===== config.mk =====
export PLATFORM = sky130hd
export DESIGN_NAME = ikin_isqrt
export DESIGN_NICKNAME = d
export VERILOG_FILES = /design/src/design/ikin_pkg.sv /design/src/design/ikin_isqrt.sv
export SDC_FILE = /design/constraint.sdc
export NUM_CORES = 2
export LEC_CHECK = 0
export ABC_CLOCK_PERIOD_IN_PS = 11000
export BUFFER_PORTS_ARGS = -buffer_cell sky130_fd_sc_hd__buf_2
export CAP_MARGIN = 10
export CORE_UTILIZATION = 69
export DETAILED_ROUTE_END_ITERATION = 12
export GPL_TIMING_DRIVEN = 0
export PLACE_DENSITY = 0.95
export SLEW_MARGIN = 15
export SYNTH_ARGS = -nofsm -noshare
export SYNTH_HDL_FRONTEND = slang
export SYNTH_SLANG_ARGS = --single-unit

===== constraint.sdc =====
create_clock -name clk -period 11 [get_ports clk]
set_input_delay 1.65 -clock clk [delete_from_list [all_inputs] [get_ports clk]]
set_output_delay 1.65 -clock clk [all_outputs]
set_load 0.01 [all_outputs]

===== src/design/ikin_pkg.sv =====
package ikin_pkg;

  // Field widths of the target point, the link lengths and the joint angles.
  localparam int COORD_W = 16;
  localparam int LEN_W   = 15;
  localparam int ANG_W   = 16;

  // Angle format of the results and the internal Q30 angle scale.
  localparam int ANGLE_FRACTION_BITS = 12;
  localparam int Q_ANG               = 30;
  localparam int FIELD_SHIFT         = Q_ANG - ANGLE_FRACTION_BITS;

  // CORDIC datapath: vector width, angle accumulator width, step count.
  localparam int CORDIC_STEPS = 16;
  localparam int TAB_LEN      = 24;
  localparam int COR_W        = 34;
  localparam int COR_ANG_W    = 34;
  localparam int COR_LAT      = CORDIC_STEPS + 1;
  localparam int NORM_BIT     = 28;
  localparam int SH_W         = 5;

  // Digit-by-digit square root: radicand width and one root bit per stage.
  localparam int SQ_IN_W   = 62;
  localparam int SQ_STEPS  = SQ_IN_W / 2;
  localparam int SQ_ROOT_W = SQ_STEPS;
  localparam int SQ_REM_W  = SQ_ROOT_W + 3;
  localparam int SQ_LAT    = SQ_STEPS;

  // Width of the final angle sums before rounding.
  localparam int ACC_W = 36;

  localparam logic signed [COR_ANG_W-1:0] HALF_PI_Q30 = 34'sd1686629713;
  localparam logic signed [ACC_W-1:0]     PI_Q30      = 36'sd3373259426;

  // Arctangent of 2^-i in Q30, rounded.
  localparam logic signed [COR_ANG_W-1:0] ATAN_Q30 [TAB_LEN] = '{
    34'sd843314857, 34'sd497837829, 34'sd263043837, 34'sd133525159,
    34'sd67021687,  34'sd33543516,  34'sd16775851,  34'sd8388437,
    34'sd4194283,   34'sd2097149,   34'sd1048576,   34'sd524288,
    34'sd262144,    34'sd131072,    34'sd65536,     34'sd32768,
    34'sd16384,     34'sd8192,      34'sd4096,      34'sd2048,
    34'sd1024,      34'sd512,       34'sd256,       34'sd128
  };

  // Configuration port.
  localparam int CFG_ADDR_W = 4;
  localparam int CFG_DATA_W = 32;

  localparam logic [CFG_ADDR_W-3:0] REG_UPPER_LINK = 2'd0;
  localparam logic [CFG_ADDR_W-3:0] REG_LOWER_LINK = 2'd1;
  localparam logic [CFG_ADDR_W-3:0] REG_WRIST      = 2'd2;

  // Link geometry handed from the register file to the datapath.
  typedef struct packed {
    logic [LEN_W-1:0]     upper_link;
    logic [LEN_W-1:0]     wrist;
    logic [2*LEN_W-1:0]   upper_sq;
    logic [2*LEN_W-1:0]   lower_sq;
    logic [2*LEN_W:0]     den_links;
  } ikin_cfg_t;

endpackage


===== src/design/ikin_isqrt.sv =====
module ikin_isqrt import ikin_pkg::*; (
  input  logic                 clk,
  input  logic                 en,
  input  logic [SQ_IN_W-1:0]   rad_i,
  output logic [SQ_ROOT_W-1:0] root_o
);

  logic [SQ_REM_W-1:0]  rem_r  [SQ_STEPS-1];
  logic [SQ_IN_W-1:0]   rad_r  [SQ_STEPS-1];
  logic [SQ_ROOT_W-1:0] root_r [SQ_STEPS];

  // One root bit per stage, two radicand bits brought down each time.
  for (genvar i = 0; i < SQ_STEPS; i++) begin : g_step
    logic [SQ_REM_W-1:0]  rem_in;
    logic [SQ_REM_W-1:0]  rem_sh;
    logic [SQ_REM_W-1:0]  trial;
    logic [SQ_ROOT_W-1:0] root_in;
    logic [SQ_IN_W-1:0]   rad_in;
    logic                 fits;

    if (i == 0) begin : g_head
      assign rem_in  = '0;
      assign root_in = '0;
      assign rad_in  = rad_i;
    end else begin : g_tail
      assign rem_in  = rem_r[i-1];
      assign root_in = root_r[i-1];
      assign rad_in  = rad_r[i-1];
    end

    assign rem_sh = {rem_in[SQ_REM_W-3:0], rad_in[SQ_IN_W-1 -: 2]};
    assign trial  = {1'b0, root_in, 2'b01};
    assign fits   = (rem_sh >= trial);

    always_ff @(posedge clk) begin
      if (en) begin
        root_r[i] <= {root_in[SQ_ROOT_W-2:0], fits};
      end
    end

    // The remainder and radicand are not needed after the last bit.
    if (i < SQ_STEPS - 1) begin : g_carry
      logic [SQ_REM_W-1:0] rem_nxt;
      assign rem_nxt = fits ? (rem_sh - trial) : rem_sh;
      always_ff @(posedge clk) begin
        if (en) begin
          rem_r[i] <= rem_nxt;
          rad_r[i] <= {rad_in[SQ_IN_W-3:0], 2'b00};
        end
      end
    end
  end

  assign root_o = root_r[SQ_STEPS-1];

endmodule


# Word level (Yosys, flattened, before mapping)
# Memories as Yosys holds them, arrays and structs flattened.
# Index checks and enable logic that the tools add are counted.
dict set report totals {
  register_bits 0
  ramBits 3781
  in_bits 64
  output_inout_bits 31
  word_cells 96
  n_memories 3
}
dict set report classes {
  addsub 30
  magnitude_cmp 31
  muxes 32
}
# memory words word_bits rd rd_ports_with_merged_regs wr line
set mem_list {}
lappend mem_list {rad_r 30 60 30 0 30 ikin_isqrt.sv:9} ;# logic [SQ_IN_W-1:0] rad_r [SQ_STEPS-1];
lappend mem_list {rem_r 30 34 30 0 30 ikin_isqrt.sv:8} ;# logic [SQ_REM_W-1:0] rem_r [SQ_STEPS-1];
lappend mem_list {root_r 31 31 31 0 31 ikin_isqrt.sv:10} ;# logic [SQ_ROOT_W-1:0] root_r [SQ_STEPS];
# op count
set op_table {}
lappend op_table {{34-bit by 33-bit greater-or-equal comparator with 1-bit output} 30}
lappend op_table {{34-bit 2-to-1 mux} 30}
lappend op_table {{34-bit by 33-bit subtractor with 34-bit output} 29}
lappend op_table {{2-bit by 1-bit subtractor with 3-bit output (second input constant)} 1}
lappend op_table {{2-bit by 1-bit greater-or-equal comparator with 1-bit output (second input constant)} 1}
lappend op_table {{1-bit 2-to-1 mux} 2}

# Depth between registers and ports, before layout
# An unclocked memory read counts as a cell.
dict set report depth {
  depth_word 3
  ltp_mapped 14
  mapped_depth_nobuf 13
}

# Worst setup path before layout
# OpenSTA, ideal clock, no wires.
dict set report synth_path {
  path_type {flip-flop to flip-flop}
  start {memory rem_r[0][189] (netlist bit)}
  end {memory rem_r[0][223] (netlist bit), data pin}
  setup_ns 0.266
  arrival_time_ns 3.295
  t_required_ns 10.734
  slack_ns 7.439
  path_stages_with_launch 11
  n_path_buf 1
  period_less_slack_ns 3.561
  cell_sequence {edfxtp_1 > or4_4 > or3_4 > or4_4 > or3_4 > or3_4 > or3_4 > o21ai_4 > buf_6 > nor3_1 > xor2_1}
}
# item line
set synth_rtl {}
lappend synth_rtl {{from (decl)} ikin_isqrt.sv:8}

==> flow_metrics.env <==
export IMPL_critPathLaunchType="flop"
export IMPL_drc=0
export IMPL_dieArea_um2=159000
export IMPL_place_ws_ps=5620
export IMPL_finalWeightedCongestion=0.949
export IMPL_area_delta_synth_final_pct=9.94
export IMPL_finalHoldViolCount=0
export IMPL_worstSkewPairLatency_ps=880
export IMPL_fin_ws_ps=6250
export IMPL_synthCells=8373
export IMPL_fin_tns_setup_ps=0
export IMPL_maxCapViolations=0
export IMPL_start_util_pct=69.6
export IMPL_relSlewSlack_pct=14.6
export IMPL_cts_sinks=2339
export IMPL_crit_arrival_ps=5350
export IMPL_synth_edf_count=2339
export IMPL_grt_pass1_wl_mm=399
export IMPL_hold_path_class="reg2reg"
export IMPL_critPathKind="reg2reg"
export IMPL_wl_per_cell_um=23.9
export IMPL_drtPass1Iterations=7
export IMPL_row_count=145
export IMPL_ctsHoldBuffers=0
export IMPL_seq_area_frac_synth_pct=64.6
export IMPL_ant_nets=0
export IMPL_clockBufferDepth=3
export IMPL_die_w_um=399
export IMPL_clock_skew_ps=83.2
export IMPL_rsz0062_at_grt="false"
export IMPL_drive_gt1_share_pct=7.27
export IMPL_critPathCaptureType="flop"
export IMPL_grt_overflow_total=0
export IMPL_async_flop_share_pct=0
export IMPL_avgSynthCellArea_um2=13.0
export IMPL_synth_commonest_cells="edfxtp_1 (2339), inv_1 (666), nor2_1 (590), a21oi_1 (568), ha_1 (528)"
export IMPL_core_um2=156000
export IMPL_fill_cells=8750
export IMPL_avgViaCountPerCell=6.49
export IMPL_status="completed"
export IMPL_hold_start="rad_r[0][654]$_DFFE_PP_"
export IMPL_yosysMostFrequentCell="edfxtp_1"
export IMPL_synth_seq_cells=2339
export IMPL_power_density_nw_per_um2=211
export IMPL_grt_max_degree=175
export IMPL_post_cts_resized=0
export IMPL_fin_nets=9296
export IMPL_drt_initial_drc_count=8300
export IMPL_grt_pass1_vias=70142
export IMPL_period_minus_slack_ps=4750
export IMPL_port_buffers=94
export IMPL_cts_buffers=220
export IMPL_cts_setup_buffers=0
export IMPL_final_area_um2=120000
export IMPL_clockRootBuffer="clkbuf_16"
export IMPL_vias=71054
export IMPL_synth_nets=8965
export IMPL_dpl_hpwl_mm=168
export IMPL_placed_area_um2=112000
export IMPL_die_height_um=399
export IMPL_finalCritPeriodShare_pct=43.2
export IMPL_cts_tree="done"
export IMPL_syn_area_um2=109000
export IMPL_synth_top_cell_by_area="edfxtp_1"
export IMPL_synth_top_area_share_pct=64.6
export IMPL_setup_viol=0
export IMPL_yosysWarnings=0
export IMPL_crit_fanout=10
export IMPL_synth_cell_types=84
export IMPL_antenna_found_initial=7
export IMPL_setup_worst_path_start="root_r[1][48]$_DFFE_PP_"
export IMPL_p_leak_nw=46.1
export IMPL_synth_area_top_cells="edfxtp_1 (65%), ha_1 (6.1%), xnor2_1 (3.1%)"
export IMPL_r2r_start="root_r[1][48]$_DFFE_PP_"
export IMPL_clk_pin_slew_worst_paths_ps=70
export IMPL_finalWirelength_mm=262
export IMPL_irDropWorstVdd_mv=0.203
export IMPL_io_pins=95
export IMPL_grt_use_total_pct=32.7
export IMPL_max_freq_mhz=211
export IMPL_slew_viol_final=0
export IMPL_synth_ff_type="edfxtp_1"
export IMPL_cp_required_ps=11610
export IMPL_h_tree_depth=4
export IMPL_worst_pin_slew_ps=1250
-- final timing paths --
| path | slack [ps] | cells after the start | endpoint |
|---|---|---|---|
| hold reg to reg | 400 | 0 | rad_r[0][716]$_DFFE_PP_ |
| setup / recovery | 6250 | 13 | rem_r[1][91]$_DFFE_PP_ |
| setup reg to reg | 6250 | 13 | rem_r[1][91]$_DFFE_PP_ |
| hold / removal | 400 | 0 | rad_r[0][716]$_DFFE_PP_ |
-- stage by stage --
stage | utilization (%) | power, W | std cells | hold slack, ps
floorplan | - | 0.0156 | 8373 | 400
global placement | 71.5 | 0.0177 | 10525 | 400
detailed placement | 71.8 | 0.0174 | 10540 | 405
CTS | 76.5 | 0.0251 | 10949 | 398
global route | 76.5 | 0.0261 | 10949 | 406
finish | 76.5 | 0.0252 | 10951 | 403
-- area by class of cell --
| class | count | area [um2] | share of cell area (%) |
|---|---|---|---|
| antenna | 2 | 5.00 | 0.00418 |
| buffer | 151 | 591 | 0.494 |
| clock buffer | 268 | 5730 | 4.79 |
| clock inverter | 141 | 1580 | 1.32 |
| inverter | 669 | 2510 | 2.10 |
| multi-input combinational | 5214 | 35500 | 29.7 |
| sequential | 2339 | 70200 | 58.7 |
| tap | 2058 | 2570 | 2.15 |
| timing repair buffer | 109 | 898 | 0.751 |
-- kinds of logic after synthesis --
| group | after synthesis | synth area share (%) |
|---|---|---|
| XOR/XNOR | 757 | 6.09 |
| flip-flops | 2339 | 64.6 |
| AND/OR/NAND/NOR | 2164 | 9.80 |
| multiplexers | 121 | 1.24 |
| adder cells (fa/ha/maj) | 528 | 6.07 |
| other | 1 | 0.00345 |
| AO/OA/AOI/OAI | 1643 | 9.38 |
| buffers and inverters | 820 | 2.85 |
-- layer usage --
metal / GRT usage (%) / vias to the layer above / wire (um)
li1: - / 31641 / -
met4: 16.4 / 10 / 15300
met1: 39.8 / 34003 / 95800
met2: 56.2 / 4202 / 130000
met3: 5.88 / 1198 / 20800
met5: 0 / - / 70
-- registers in the layout (all words and copies together) (netlist names) --
name / count
root_r: 496
rad_r: 930
rem_r: 913
-- critical path, stage by stage, from the launching register on --
cell	delay, ps
edfxtp_1	440
inv_1	70
ha_1	270
clkbuf_1	300
nand2_1	170
nor2_1	180
nor4b_1	850
and3_1	260
a221oi_1	150
nand4b_1	240
buf_1	530
clkbuf_1	550
o2111ai_1	270
xnor2_1	200
-- where the power goes --
| group | internal, W | switching [W] | total, W |
|---|---|---|---|
| sequential | 0.0113 | 0.000804 | 0.0121 |
| combinational | 0.00217 | 0.00323 | 0.00540 |
| clock | 0.00430 | 0.00343 | 0.00772 |
| total | 0.0177 | 0.00746 | 0.0252 |
-- layout by cell type, fill, tap and decap left out, types with 46 or more instances in the layout --
master	instances
edfxtp_1	2339
nor4_1	111
o21ai_0	360
or4_1	52
a31oi_1	55
or2_2	47
a21o_1	203
nand2b_1	101
clkinv_2	46
o21bai_1	55
nor3_1	200
clkbuf_16	222
nor2b_1	77
buf_2	97
nor2_1	590
o21a_1	88
nand4_1	81
xnor2_1	382
xor2_1	375
nand3_1	141
mux2_2	112
a211oi_1	47
and3_1	47
or3_1	79
inv_1	666
nand2_1	510
clkbuf_1	177
ha_1	528
a21oi_1	568
Note: power is estimated with default switching activity, not from simulation.
