==> src/design/ikin_pkg.sv <==
package ikin_pkg;

  // Field widths of the target point, the link lengths and the joint angles.
  localparam int COORD_W = 16;
  localparam int LEN_W   = 15;
  localparam int ANG_W   = 16;

  // Angle format of the results and the internal Q30 angle scale.
  localparam int ANGLE_FRACTION_BITS = 12;
  localparam int Q_ANG               = 30;
  localparam int FIELD_SHIFT         = Q_ANG - ANGLE_FRACTION_BITS;

  // CORDIC datapath: vector width, angle accumulator width, step count.
  localparam int CORDIC_STEPS = 16;
  localparam int TAB_LEN      = 24;
  localparam int COR_W        = 34;
  localparam int COR_ANG_W    = 34;
  localparam int COR_LAT      = CORDIC_STEPS + 1;
  localparam int NORM_BIT     = 28;
  localparam int SH_W         = 5;

  // Digit-by-digit square root: radicand width and one root bit per stage.
  localparam int SQ_IN_W   = 62;
  localparam int SQ_STEPS  = SQ_IN_W / 2;
  localparam int SQ_ROOT_W = SQ_STEPS;
  localparam int SQ_REM_W  = SQ_ROOT_W + 3;
  localparam int SQ_LAT    = SQ_STEPS;

  // Width of the final angle sums before rounding.
  localparam int ACC_W = 36;

  localparam logic signed [COR_ANG_W-1:0] HALF_PI_Q30 = 34'sd1686629713;
  localparam logic signed [ACC_W-1:0]     PI_Q30      = 36'sd3373259426;

  // Arctangent of 2^-i in Q30, rounded.
  localparam logic signed [COR_ANG_W-1:0] ATAN_Q30 [TAB_LEN] = '{
    34'sd843314857, 34'sd497837829, 34'sd263043837, 34'sd133525159,
    34'sd67021687,  34'sd33543516,  34'sd16775851,  34'sd8388437,
    34'sd4194283,   34'sd2097149,   34'sd1048576,   34'sd524288,
    34'sd262144,    34'sd131072,    34'sd65536,     34'sd32768,
    34'sd16384,     34'sd8192,      34'sd4096,      34'sd2048,
    34'sd1024,      34'sd512,       34'sd256,       34'sd128
  };

  // Configuration port.
  localparam int CFG_ADDR_W = 4;
  localparam int CFG_DATA_W = 32;

  localparam logic [CFG_ADDR_W-3:0] REG_UPPER_LINK = 2'd0;
  localparam logic [CFG_ADDR_W-3:0] REG_LOWER_LINK = 2'd1;
  localparam logic [CFG_ADDR_W-3:0] REG_WRIST      = 2'd2;

  // Link geometry handed from the register file to the datapath.
  typedef struct packed {
    logic [LEN_W-1:0]     upper_link;
    logic [LEN_W-1:0]     wrist;
    logic [2*LEN_W-1:0]   upper_sq;
    logic [2*LEN_W-1:0]   lower_sq;
    logic [2*LEN_W:0]     den_links;
  } ikin_cfg_t;

endpackage

==> src/design/ikin_cfg.sv <==
module ikin_cfg import ikin_pkg::*; (
  input  logic                  clk,
  input  logic                  rst_n,
  input  logic                  psel,
  input  logic                  penable,
  input  logic                  pwrite,
  input  logic [CFG_ADDR_W-1:0] paddr,
  input  logic [CFG_DATA_W-1:0] pwdata,
  output logic [CFG_DATA_W-1:0] prdata,
  output logic                  pready,
  output ikin_cfg_t             cfg_o
);

  logic [LEN_W-1:0]   upper_r;
  logic [LEN_W-1:0]   lower_r;
  logic [LEN_W-1:0]   wrist_r;
  logic [2*LEN_W-1:0] upper_sq_r;
  logic [2*LEN_W-1:0] lower_sq_r;
  logic [2*LEN_W-1:0] links_r;
  logic               wr_en;

  assign pready = 1'b1;
  assign wr_en  = psel & penable & pwrite;

  // Register writes; an address past the last register is ignored.
  always_ff @(posedge clk) begin
    if (!rst_n) begin
      upper_r <= '0;
      lower_r <= '0;
      wrist_r <= '0;
    end else if (wr_en) begin
      unique case (paddr[CFG_ADDR_W-1:2])
        REG_UPPER_LINK: upper_r <= pwdata[LEN_W-1:0];
        REG_LOWER_LINK: lower_r <= pwdata[LEN_W-1:0];
        REG_WRIST:      wrist_r <= pwdata[LEN_W-1:0];
        default: ;
      endcase
    end
  end

  // Read back.
  always_comb begin
    unique case (paddr[CFG_ADDR_W-1:2])
      REG_UPPER_LINK: prdata = {{(CFG_DATA_W-LEN_W){1'b0}}, upper_r};
      REG_LOWER_LINK: prdata = {{(CFG_DATA_W-LEN_W){1'b0}}, lower_r};
      REG_WRIST:      prdata = {{(CFG_DATA_W-LEN_W){1'b0}}, wrist_r};
      default:        prdata = '0;
    endcase
  end

  // Products of the link lengths, refreshed every cycle.
  always_ff @(posedge clk) begin
    upper_sq_r <= upper_r * upper_r;
    lower_sq_r <= lower_r * lower_r;
    links_r    <= upper_r * lower_r;
  end

  assign cfg_o.upper_link = upper_r;
  assign cfg_o.wrist      = wrist_r;
  assign cfg_o.upper_sq   = upper_sq_r;
  assign cfg_o.lower_sq   = lower_sq_r;
  assign cfg_o.den_links  = {links_r, 1'b0};

endmodule

==> config.mk <==
export PLATFORM = sky130hd
export DESIGN_NAME = ikin_cfg
export DESIGN_NICKNAME = d
export VERILOG_FILES = /design/src/design/ikin_pkg.sv /design/src/design/ikin_cfg.sv
export SDC_FILE = /design/constraint.sdc
export NUM_CORES = 1
export LEC_CHECK = 0
export BUFFER_PORTS_ARGS = -buffer_cell sky130_fd_sc_hd__buf_4
export CAP_MARGIN = 0
export CORE_MARGIN = 3
export CORE_UTILIZATION = 60
export DETAILED_ROUTE_END_ITERATION = 7
export PLACE_DENSITY = 0.9
export SYNTH_ARGS = -nofsm -noshare
export SYNTH_HDL_FRONTEND = slang
export SYNTH_SLANG_ARGS = --single-unit
==> constraint.sdc <==
create_clock -name clk -period 13.25 [get_ports clk]
set_input_delay 1.9875 -clock clk [delete_from_list [all_inputs] [get_ports clk]]
set_output_delay 1.9875 -clock clk [all_outputs]
set_load 0.1 [all_outputs]
== After elaboration in Yosys (flattened, before gate mapping) ==
Index checks and enable logic that the tools add are counted.
Word-level totals
  flip-flop bits (word level): 135
  input bits: 41
  output and inout bits: 154
  word-level logic and storage cells: 18
Operators by class
  reduce and logical (&&, ||, !) cells: 4
  equal/unequal tests: 2
  bitwise gates (word level): 2
  muxes and demuxes: 1
  $mul: 3
Operators by type and width (number)
  multiplier 15 x 15 -> 30 bit: 3
  one-hot mux 15 bit (3 select lines): 1
  AND reduction 2 bit: 3
  AND 1 bit: 2
  == test 2 x 1 -> 1 bit, second input constant: 1
  == test 2 bit, second input constant: 1
  zero test 2 bit: 1

== Depth between registers and ports, before layout ==
  depth in word-level cells: 3
  mapped depth: 25
  depth with buffers taken out: 22

== Worst setup path before layout ==
OpenSTA, ideal clock, no wires.
  kind: in2out
  start point: input port paddr[2]
  end point: output port prdata[11]
  data arrival time: 5099 ps
  path buffers: 2
  path slack: 6164 ps
  cell stages on the path: 4
  required time: 11262 ps
  path through: clkbuf_1 > clkbuf_1 > mux2i_1 > o21ai_0
On the way
  longest elaborated chain between the ends: 2
  elaborated cells on any way between the ends: 4
  those cells by class: eq/ne: 2; mux: 1; reduce/logical: 1
RTL lines
  start, declared: line ikin_cfg.sv:7  | input logic [CFG_ADDR_W-1:0] paddr,
  == test 2 bit, or another cell as far along: line ikin_cfg.sv:43  | unique case (paddr[CFG_ADDR_W-1:2])
  one-hot mux 15 bit (3 select lines) *: line ikin_cfg.sv:43
  end, declared: line ikin_cfg.sv:9  | output logic [CFG_DATA_W-1:0] prdata,
Mark *: on every way between the ends. The rest lies on a longest branch, timed or not.

== Final worst setup path ==
  start point: register upper_r[3]
  end point: register links_r[29]
On the way
  longest elaborated chain between the ends: 1
RTL lines
  start, declared: line ikin_cfg.sv:14  | logic [LEN_W-1:0] upper_r;
  start signal, assigned: line ikin_cfg.sv:33  | REG_UPPER_LINK: upper_r <= pwdata[LEN_W-1:0];
  multiplier 15 x 15 -> 30 bit: line ikin_cfg.sv:55  | links_r <= upper_r * lower_r;
  end signal, assigned: line ikin_cfg.sv:55
  end, declared: line ikin_cfg.sv:19  | logic [2*LEN_W-1:0] links_r;
Every way passes these cells.
A chain may end at the register's enable or synchronous reset.

==> out/results.txt <==
For the number of H-tree branching levels, the log shows 4. Category of cells accounting for the largest share of critical-path delay: adder cells. The detailed router finished its first iteration with 1297 violations.

For the buffer count from post-CTS setup fixing, the log shows 0. The slowest cell on the critical path is sky130_fd_sc_hd__a2111oi_0. The run gives 21040 as the via count of the first global-routing pass.

After global routing the overflow that remains totals 0. The library cell occupying the most area in the post-synthesis netlist was sky130_fd_sc_hd__fa_1. For this block, the routed nets add up to 59940 µm of wire. The sum of internal, switching and leakage power was 1014 µW; the required time reported for the critical path endpoint was 13620 ps.

The largest stage delay on the critical path works out to 780 ps. Summing all non-filler instances in the final layout gives an area of 26290 µm². The number of synthesized flops with an enable pin is 0, and the number of distinct library cells after synthesis is 61.

For this run, the number of Yosys warnings is 0. The post-route netlist has 8.209% of its cells at a drive strength greater than 1. The startpoint identified for the worst hold timing path is lower_r[13]$_SDFFE_PN0P_. Detailed placement finished with a half-perimeter wire length of 46160 µm. The number of placed I/O pins was 195; the number of nets in the layout was 3570. The run gives 100300 µm as the global-route wire length before repair.

For this design, the sink count on the clock tree is 133. Setup total negative slack on the finished layout was measured at 0 ps. The floorplan has 72 rows.

The startpoint identified for the worst register-to-register timing path is upper_r[3]$_SDFFE_PN0P_. The critical path launch point is upper_r[3]$_SDFFE_PN0P_. The floorplan step set the die width to 206.9 µm. The worst-case IR drop observed on VDD is 85.40 µV.

For the clock latency of the later-clocked register in the worst-skew pair, the log shows 480 ps. The final estimated routing congestion in global placement was 0.9301; the post-cts repair resize count was 0. TritonCTS built the clock tree.

The die covers 42790 µm². After detailed routing, the number of vias per cell comes to 5.662. In this run, post-CTS hold repair placed 0 buffers.

The die is 206.9 µm tall. After synthesis the netlist holds a flip-flop and latch count of 133. After detailed placement, the total cell area comes to 25710 µm². Counting both buffers and inverters, the worst setup path holds a total of 4. The share of the cycle needed by the critical path after routing is 53.65%, and the largest net degree at the start of global routing is 46.

Dividing the detail-routed wire length by the instance count gives 17.92 µm. The transition time at the pin with the least slew margin is 1215 ps. Averaged over all synthesized cells, the footprint is 8.864 µm². Among the stages of the critical path, the cell type that occurs most often is sky130_fd_sc_hd__fa_1.

The clock passes through at most 2 buffers. The area fraction of the dominant cell type after synthesis is 36.14%. Summed over all cells, the static leakage comes to 0.01462 µW. Counting instances in the post-synthesis netlist gives the leading cell types as 625 x sky130_fd_sc_hd__inv_1, 437 x sky130_fd_sc_hd__fa_1, 362 x sky130_fd_sc_hd__nand2_1. The number of optimization iterations in the first detailed-route pass was 5; the register clock-pin slew on the reported worst setup and hold paths was 70 ps. The number of CTS-inserted buffers is 17, and the number of endpoints failing setup at the final stage is 0. During placement, the flow inserted port buffers numbering 154. STA classifies the critical path startpoint as a flip-flop. For this run, design rule violations remaining after detail routing come to 0. The number of antenna violations at the first check in global routing came out at 3. After synthesis, the cell types taking the most area are sky130_fd_sc_hd__fa_1 36%, sky130_fd_sc_hd__ha_1 14%, sky130_fd_sc_hd__dfxtp_1 11%, sky130_fd_sc_hd__inv_1 9.7%, sky130_fd_sc_hd__nand2_1 5.6%. The signal on the critical path passes through buf_4 > inv_1 > nor2_1 > fa_1 > fa_1 > fa_1 > fa_1 > fa_1 > inv_1 > fa_1 > inv_1 > ha_1 > and4_1 > nand2_1 > o31a_1 > a2111oi_0 > o31ai_1 > mux2i_1 > a211oi_1. The run gives 11.00% as the sequential fraction of the synthesis area.

Of all flip-flops after synthesis, the portion carrying an async set or reset was 0%. The final core utilization came out at 66.94%. Setup repair after global routing left no endpoint under its margin. Synthesis produced a netlist whose cell count is 2731. STA classifies the critical path endpoint as a flip-flop. The layout-stage area growth over the synthesis result works out to 8.622%. The core region is 39280 µm².

Across the run, the number of max-cap violations was 0. The post-layout minimum cycle time is 7108 ps. The number of vias after detailed routing was 18939. In the synthesized netlist the dominant register cell turns out to be sky130_fd_sc_hd__dfxtp_1. The top fanout value on the critical path was 23; the achievable frequency was 0.1407 GHz. The number of slew-limit violations in the final report is 0. The critical setup path kind was reg -> reg.

sky130_fd_sc_hd__inv_1 is the most common cell in the netlist. The mapped netlist covers 24210 µm². The logs give 18.66% for the remaining max-slew budget at the tightest pin and 20.87 ps for the maximum clock skew at final layout. The initial cell density of the core is 61.63%, and the aggregate global-route resource usage is 29.61%.

The endpoint arrival time on the critical path was 7480 ps; the power density of the placed cells was 38.58 nW/µm². The flow ran to the end, and the final reports show no timing, DRC or antenna violations. The cell sitting at the root of the clock tree is a sky130_fd_sc_hd__clkbuf_16. The run gives 0 as the number of failing hold endpoints at the final stage.

Once detail routing completed, the nets flagged for antenna violations numbered 0. The path category of the worst min-delay check is reg -> reg.
==> kinds of logic (layout without fill, tap and decap cells) <==
| kind of cell | Yosys count | after routing | synth area share (%) |
|---|---|---|---|
| adder cells (fa/ha/maj) | 716 | 716 | 50.56 |
| AND/OR/NAND/NOR | 714 | 714 | 14.05 |
| AO/OA/AOI/OAI | 291 | 291 | 8.063 |
| buffers and inverters | 766 | 842 | 12.20 |
| flip-flops | 133 | 133 | 11.00 |
| multiplexers | 24 | 24 | 1.018 |
| other | 2 | 22 | 0.03102 |
| XOR/XNOR | 85 | 85 | 3.075 |
==> layout by cell type, fill, tap and decap left out, types with 7 or more instances in the layout <==
cell / count
sky130_fd_sc_hd__xnor2_1: 56
sky130_fd_sc_hd__a21boi_0: 48
sky130_fd_sc_hd__o21a_1: 8
sky130_fd_sc_hd__conb_1: 21
sky130_fd_sc_hd__nor2_1: 60
sky130_fd_sc_hd__nand4_1: 10
sky130_fd_sc_hd__a31oi_1: 10
sky130_fd_sc_hd__a211oi_1: 7
sky130_fd_sc_hd__mux2i_1: 19
sky130_fd_sc_hd__ha_1: 279
sky130_fd_sc_hd__nand2_1: 362
sky130_fd_sc_hd__nand3_1: 19
sky130_fd_sc_hd__xor2_1: 29
sky130_fd_sc_hd__nor3_1: 11
sky130_fd_sc_hd__clkbuf_16: 17
sky130_fd_sc_hd__buf_4: 184
sky130_fd_sc_hd__a21oi_1: 73
sky130_fd_sc_hd__fa_1: 437
sky130_fd_sc_hd__inv_1: 625
sky130_fd_sc_hd__a211o_1: 8
sky130_fd_sc_hd__and2_1: 204
sky130_fd_sc_hd__o21bai_1: 17
sky130_fd_sc_hd__a21o_1: 35
sky130_fd_sc_hd__o211ai_1: 9
sky130_fd_sc_hd__o21ai_0: 43
sky130_fd_sc_hd__dfxtp_1: 132
sky130_fd_sc_hd__nor2b_1: 13
==> sequential cells by signal (all words and copies together) (netlist names) <==
register	count
links_r	30
lower_r	15
lower_sq_r	29
upper_r	15
upper_sq_r	29
wrist_r	15
==> tightest hold or removal path: stages (launching register included) <==
cell                       delay (ps)
sky130_fd_sc_hd__dfxtp_1          320
sky130_fd_sc_hd__nand2_1           50
sky130_fd_sc_hd__a21boi_0          60
==> final cells by class <==
class / count / area, µm²
inverter: 626 / 2350
clock buffer: 19 / 432.9
antenna: 1 / 2.502
timing repair buffer: 184 / 1381
multi-input combinational: 1851 / 18670
tap: 518 / 648.1
clock inverter: 13 / 148.9
fill: 2939 / 12980
sequential: 133 / 2664
==> per-layer routing <==
| metal | GRT usage (%) | wire length, µm | vias to the layer above |
|---|---|---|---|
| li1 | - | - | 8391 |
| met1 | 34.65 | 21760 | 9339 |
| met2 | 51.52 | 30030 | 946 |
| met3 | 6.994 | 5347 | 261 |
| met4 | 14.04 | 2787 | 2 |
| met5 | 0 | 17 | - |
==> path summary, 6_finish.rpt <==
path	end	slack, ps	depth (start not counted)
min reg2reg	lower_r[13]$_SDFFE_PN0P_	490	2
max reg2reg	links_r[29]$_DFF_P_	6140	19
min	lower_r[13]$_SDFFE_PN0P_	490	2
max	links_r[29]$_DFF_P_	6140	19
==> where the power goes <==
part | switching (µW) | total (µW) | internal [µW]
sequential | 4.75 | 408 | 403
combinational | 86.6 | 108 | 21.3
clock | 219 | 498 | 279
==> metrics by stage <==
step / cells / setup slack [ps] / hold WS (ps)
2_1_floorplan: 2750 / 6164 / 379.7
3_3_place_gp: 3312 / 6403 / 468.7
3_5_place_dp: 3312 / 6297 / 479.8
4_1_cts: 3344 / 6256 / 489.5
5_1_grt: 3344 / 5772 / 513.1
6_report: 3345 / 6142 / 488.1
(Power assumes the default switching activity.)
